$ cat config.mk
export PLATFORM = sky130hd
export DESIGN_NAME = sfo_front_flat
export DESIGN_NICKNAME = d
export VERILOG_FILES = /design/src/design/sfo_pkg.sv /design/src/design/sfo_in_if.sv /design/src/design/sfo_front.sv /design/src/flat_wrapper.sv
export SDC_FILE = /design/constraint.sdc
export NUM_CORES = 1
export LEC_CHECK = 0
export BUFFER_PORTS_ARGS = -buffer_cell sky130_fd_sc_hd__buf_2
export CAP_MARGIN = 40
export CELL_PAD_IN_SITES_DETAIL_PLACEMENT = 2
export CELL_PAD_IN_SITES_GLOBAL_PLACEMENT = 2
export CORE_MARGIN = 4
export CORE_UTILIZATION = 30
export CTS_BUF_LIST = sky130_fd_sc_hd__clkbuf_2
export CTS_CLUSTER_DIAMETER = 150
export CTS_CLUSTER_SIZE = 12
export DETAILED_ROUTE_END_ITERATION = 8
export PLACE_DENSITY_LB_ADDON = 0.3
export SETUP_SLACK_MARGIN = 0.05
export SYNTH_ARGS = -nofsm -noshare
export SYNTH_HDL_FRONTEND = slang
export SYNTH_SLANG_ARGS = --single-unit
export TNS_END_PERCENT = 5
$ cat constraint.sdc
create_clock -name i_clk -period 2.68 [get_ports i_clk]
set_clock_uncertainty 0.05 [all_clocks]
set_input_delay 0.134 -clock i_clk [delete_from_list [all_inputs] [get_ports i_clk]]
set_output_delay 0.134 -clock i_clk [all_outputs]
set_load 0.02 [all_outputs]
$ cat src/design/sfo_pkg.sv
package sfo_pkg;

    // Fixed sizes of the block.
    localparam int MAX_BINS    = 128;
    localparam int BIN_W       = $clog2(MAX_BINS);
    localparam int CNT_W       = BIN_W + 1;
    localparam int MAX_LAG     = 8;
    localparam int SLOT_W      = $clog2(MAX_LAG);
    localparam int HIST_AW     = SLOT_W + BIN_W;
    localparam int SAMPLE_BITS = 24;
    localparam int ENV_W       = 32;
    localparam int SUM_W       = 32;
    localparam int QUEUE_DEPTH = 4;
    localparam int QPTR_W      = $clog2(QUEUE_DEPTH);

    localparam logic signed [SAMPLE_BITS:0] SAMPLE_MAX =
        (SAMPLE_BITS+1)'((64'd1 << (SAMPLE_BITS - 1)) - 64'd1);
    localparam logic [15:0] ALPHA_Q15 = 16'd32440;

    // Configuration register indexes.
    localparam logic [2:0] CFG_MEL_BINS   = 3'd0;
    localparam logic [2:0] CFG_LAG_FRAMES = 3'd1;
    localparam logic [2:0] CFG_MAX_WINDOW = 3'd2;
    localparam logic [2:0] CFG_DETREND    = 3'd3;
    localparam logic [2:0] CFG_AGG_MODE   = 3'd4;

    // Configuration after clamping to the legal ranges.
    typedef struct packed {
        logic [CNT_W-1:0] nbins;
        logic [3:0]       lag;
        logic [2:0]       half;
        logic             detrend;
        logic             median;
    } t_cfg;

    // One classified bin request, front to back.
    typedef struct packed {
        logic signed [SAMPLE_BITS-1:0] x;
        logic                          clip;
        logic [BIN_W-1:0]              n;
        logic                          last;
    } t_bin_req;

endpackage

$ cat src/design/sfo_in_if.sv
interface sfo_in_if;
    logic                                     valid;
    logic                                     ready;
    logic signed [sfo_pkg::SAMPLE_BITS-1:0]   bin_value;
    logic                                     clip_start;

    modport source (output valid, bin_value, clip_start, input ready);
    modport sink (input valid, bin_value, clip_start, output ready);
endinterface

$ cat src/design/sfo_front.sv
module sfo_front (
    input  logic              i_clk,
    input  logic              i_rst_n,
    input  sfo_pkg::t_cfg     i_cfg,
    sfo_in_if.sink            i_in,
    output sfo_pkg::t_bin_req o_req,
    output logic              o_req_valid,
    input  logic              i_req_pop
);
    import sfo_pkg::*;

    t_bin_req              r_q [QUEUE_DEPTH];
    logic [QPTR_W-1:0]     r_wp;
    logic [QPTR_W-1:0]     r_rp;
    logic [QPTR_W:0]       r_cnt;
    logic [BIN_W-1:0]      r_bin;
    logic                  w_acc;
    logic                  w_pop;
    logic [BIN_W-1:0]      w_n;
    logic [CNT_W-1:0]      w_nxt;
    logic                  w_last;
    t_bin_req              w_req;

    assign i_in.ready  = (r_cnt != (QPTR_W+1)'(QUEUE_DEPTH));
    assign w_acc       = i_in.valid && i_in.ready;
    assign o_req_valid = (r_cnt != '0);
    assign w_pop       = i_req_pop && o_req_valid;
    assign o_req       = r_q[r_rp];

    // Tag each request with its bin index and whether it closes the frame.
    always_comb begin
        w_n    = i_in.clip_start ? '0 : r_bin;
        w_nxt  = {1'b0, w_n} + CNT_W'(1);
        w_last = (w_nxt >= i_cfg.nbins);
        w_req.x    = i_in.bin_value;
        w_req.clip = i_in.clip_start;
        w_req.n    = w_n;
        w_req.last = w_last;
    end

    // Queue storage.
    always_ff @(posedge i_clk) begin
        if (w_acc) begin
            r_q[r_wp] <= w_req;
        end
    end

    // Queue pointers and bin counter.
    always_ff @(posedge i_clk) begin
        if (!i_rst_n) begin
            r_wp  <= '0;
            r_rp  <= '0;
            r_cnt <= '0;
            r_bin <= '0;
        end else begin
            if (w_acc) begin
                r_wp  <= r_wp + QPTR_W'(1);
                r_bin <= w_last ? '0 : w_nxt[BIN_W-1:0];
            end
            if (w_pop) begin
                r_rp <= r_rp + QPTR_W'(1);
            end
            if (w_acc && !w_pop) begin
                r_cnt <= r_cnt + (QPTR_W+1)'(1);
            end else if (!w_acc && w_pop) begin
                r_cnt <= r_cnt - (QPTR_W+1)'(1);
            end
        end
    end

endmodule

$ cat src/flat_wrapper.sv
// flat-port wrapper written by rule: the top's interface ports become plain ports
module sfo_front_flat import sfo_pkg::*;
  (i_clk, i_rst_n, i_cfg, o_req, o_req_valid, i_req_pop, i_in_valid, i_in_bin_value, i_in_clip_start, i_in_ready);
  sfo_in_if i_in_i ();
  input  logic i_clk;
  input  logic i_rst_n;
  input  sfo_pkg::t_cfg i_cfg;
  output sfo_pkg::t_bin_req o_req;
  output logic o_req_valid;
  input  logic i_req_pop;
  input wire logic [$bits(i_in_i.valid)-1:0] i_in_valid;
  input wire logic [$bits(i_in_i.bin_value)-1:0] i_in_bin_value;
  input wire logic [$bits(i_in_i.clip_start)-1:0] i_in_clip_start;
  output wire logic [$bits(i_in_i.ready)-1:0] i_in_ready;
  assign i_in_i.valid = i_in_valid;
  assign i_in_i.bin_value = i_in_bin_value;
  assign i_in_i.clip_start = i_in_clip_start;
  assign i_in_ready = i_in_i.ready;
  sfo_front u_core (.i_clk(i_clk), .i_rst_n(i_rst_n), .i_cfg(i_cfg), .i_in(i_in_i), .o_req(o_req), .o_req_valid(o_req_valid), .i_req_pop(i_req_pop));
endmodule
==> flow_summary.json <==
{
  "status": "finished clean",
  "vias_per_cell": 4.495,
  "antenna_found_initial": 1,
  "min_path_type": "input pin to flip-flop",
  "overflow": 0,
  "grt_pass1_vias": 3521,
  "holdWs_ps": 112.9,
  "end_kind": "flip-flop",
  "yosys_most_used_dff": "edfxtp_1",
  "slew_viol_final": 0,
  "rows": 50,
  "maxCapViolCount": 0,
  "required_ps": 3090,
  "relSlewSlack_pct": 69.55,
  "cts.sinks": 148,
  "first_pass_iters": 4,
  "crit_arrival_ps": 2960,
  "cp-start-kind": "flip-flop",
  "drc_errors": 0,
  "power_mw": 6.039,
  "synth_cells": 288,
  "dieArea_sq_mm": 0.02176,
  "ir_drop_mv": 0.2886,
  "io_pins": 81,
  "grt_setup_unrepaired": "true",
  "final.setup.tns_ps": 0,
  "cts_max_level": 4,
  "fmax_mhz": 392.4,
  "cellPowerDensity_mw_per_mm2": 825.4,
  "async_flop_share_pct": 0,
  "fill_cells": 1878,
  "tritoncts": "done",
  "grt_max_degree": 34,
  "synth_warnings": 0,
  "nNetsFinal": 478,
  "clkLatencyLatePin_ps": 700,
  "endpoint": "u_core.r_q[2][0]$_DFFE_PP_",
  "drt_iter0_drc": 171,
  "worstSetupPathType": "flip-flop to flip-flop",
  "syn-num-nets": 349,
  "core_area_sq_mm": 0.01889,
  "r2r.worst_path.cells": 11,
  "hpwl_mm": 8.190,
  "ys_types": 38,
  "r2r-start": "u_core.r_bin[0]$_SDFFE_PN0P_",
  "min_period_ps": 2548,
  "power_leakage_nw": 2.608,
  "dr_wl_met2_mm": 6.699,
  "final_hold_viol_count": 0,
  "place_ws_ps": -9.497,
  "worst_pin_slew_ps": 456.7,
  "critPathMaxFanout": 4,
  "met1Wirelength_mm": 5.476,
  "cts-root-buf": "clkbuf_2",
  "fin_ws_ps": 131.6,
  "grt_pass1_wl_mm": 20.22,
  "io_buffer_count": 71,
  "top_layer": "met4",
  "mostFrequentLayoutCells": "132 x edfxtp_1, 71 x buf_2, 37 x dlygate4sd3_1",
  "finalWeightedCongestion": 0.6738,
  "die_y_um": 147.5,
  "via_count": 3106,
  "postRouteAntennaNets": 0,
  "setup_viol": 0,
  "cts_buffers": 17,
  "seq_area_frac_synth_pct": 73.37,
  "cts_setup_buffers": 0,
  "fin_crit_sh_pct": 95.09,
  "drive_above_1_share_pct": 39.30,
  "clockBufferDepth": 2,
  "cp-startpoint": "u_core.r_bin[0]$_SDFFE_PN0P_",
  "start_util_pct": 30.91,
  "rr_endpoint": "u_core.r_q[2][0]$_DFFE_PP_",
  "path_clk_slew_ps": 250,
  "ys_seq_elements": 148,
  "r2r_setup_slack_ps": 130,
  "avgSynthCellArea_sq_um": 20.28,
  "utilization_pct": 38.72,
  "syn-cell-area_sq_mm": 0.005839,
  "synth-edff-count": 132,
  "met3WireLength_um": 443,
  "final_common_cell": "edfxtp_1",
  "wl_mm": 12.78,
  "wl_per_cell_um": 18.50,
  "dieWidth_um": 147.5,
  "area_growth_pct": 25.28,
  "grt_usage_pct": 12.27
}
## timing repair
action	CTS	global route
pin swaps	0	2
gates resized for setup	3	7
hold buffers	31	6
setup endpoints to repair	11	12
hold endpoints to repair	136	15
## cells by family (layout without fill, tap and decap cells)
logic type / after synthesis / after routing / share of synthesized area, %
other: 0 / 1 / 0
adder cells (fa/ha/maj): 15 / 15 / 3.343
buffers and inverters: 23 / 165 / 1.778
multiplexers: 35 / 35 / 13.07
AO/OA/AOI/OAI: 18 / 18 / 2.528
AND/OR/NAND/NOR: 39 / 39 / 4.286
flip-flops: 148 / 148 / 73.37
XOR/XNOR: 10 / 10 / 1.629
## layer usage
layer  track usage [%]  vias up
met3             3.709       14
met5                 0        -
met4             3.635        0
met2             21.22       68
met1             14.82     1611
li1                  -     1413
## synth_stat cells (2+ instances only)
master	instances	share of area (%)
o21ai_0	2	0.17
and3_1	3	0.32
nand2b_1	3	0.32
inv_1	12	0.77
xor2_1	3	0.45
mux4_2	33	13
and2_1	10	1.1
edfxtp_1	132	68
buf_4	3	0.39
o21ai_1	3	0.26
or3_1	2	0.21
buf_2	5	0.43
nor2b_1	3	0.32
o21a_1	2	0.26
mux2i_1	2	0.34
a32o_1	6	1.0
nor2_1	3	0.19
and2b_1	4	0.51
xnor2_1	6	0.90
buf_1	2	0.13
dfxtp_1	16	5.5
ha_1	14	3.0
nor2b_2	2	0.30
nand2_1	3	0.19
## final cells by class
cell class / instances / area (sq um) / area share [%]
diodes: 1 / 2.502 / 0.03421
clock buffers: 18 / 90.09 / 1.231
well taps: 260 / 325.3 / 4.447
multi-input cells: 117 / 1499 / 20.49
flip-flops and latches: 148 / 4290 / 58.65
clock inverters: 14 / 177.7 / 2.429
repair buffers: 121 / 885.9 / 12.11
inverters: 12 / 45.04 / 0.6157
## per-stage QoR
step,area [sq um],cells
floorplan,5839,288
global placement,6629,621
detailed placement,6629,621
CTS,7218,684
global route,7316,691
finish,7316,691
## sequential cells by signal, summed over array words and instances, names as in the netlist, named ones only
| signal | flops |
|---|---|
| u_core.r_q | 132 |
| u_core.r_rp | 2 |
| u_core.r_wp | 2 |
| u_core.r_bin | 7 |
| u_core.r_cnt | 3 |
## how the worst min path moves through the flow
stage	cells past startpoint	end	from	slack, ps
floorplan	0	u_core.r_q[0][10]$_DFFE_PP_	i_in_bin_value[1]	180
global placement	1	u_core.r_q[0][29]$_DFFE_PP_	i_in_bin_value[20]	300
detailed placement	1	u_core.r_q[2][25]$_DFFE_PP_	i_in_bin_value[16]	310
CTS	2	u_core.r_q[2][25]$_DFFE_PP_	i_in_bin_value[16]	2
global route	2	u_core.r_q[3][19]$_DFFE_PP_	i_in_bin_value[10]	1
finish	2	u_core.r_q[0][19]$_DFFE_PP_	i_in_bin_value[10]	110
## worst max-delay path, cell delays in order, from the launching register on
cell	delay, ps
dfxtp_2	380
nand2b_1	80
inv_1	90
ha_2	190
and3_4	190
nand3_2	90
xnor2_2	280
ha_4	270
a2111oi_4	370
o21ai_2	120
nand2_2	120
inv_1	90
## report_power, final
group | internal (mW) | switching [mW] | total, mW
registers | 2.80 | 0.0998 | 2.90
clock network | 0.532 | 0.830 | 1.36
logic | 0.785 | 0.994 | 1.78
Power figures use the tool's default switching activity.
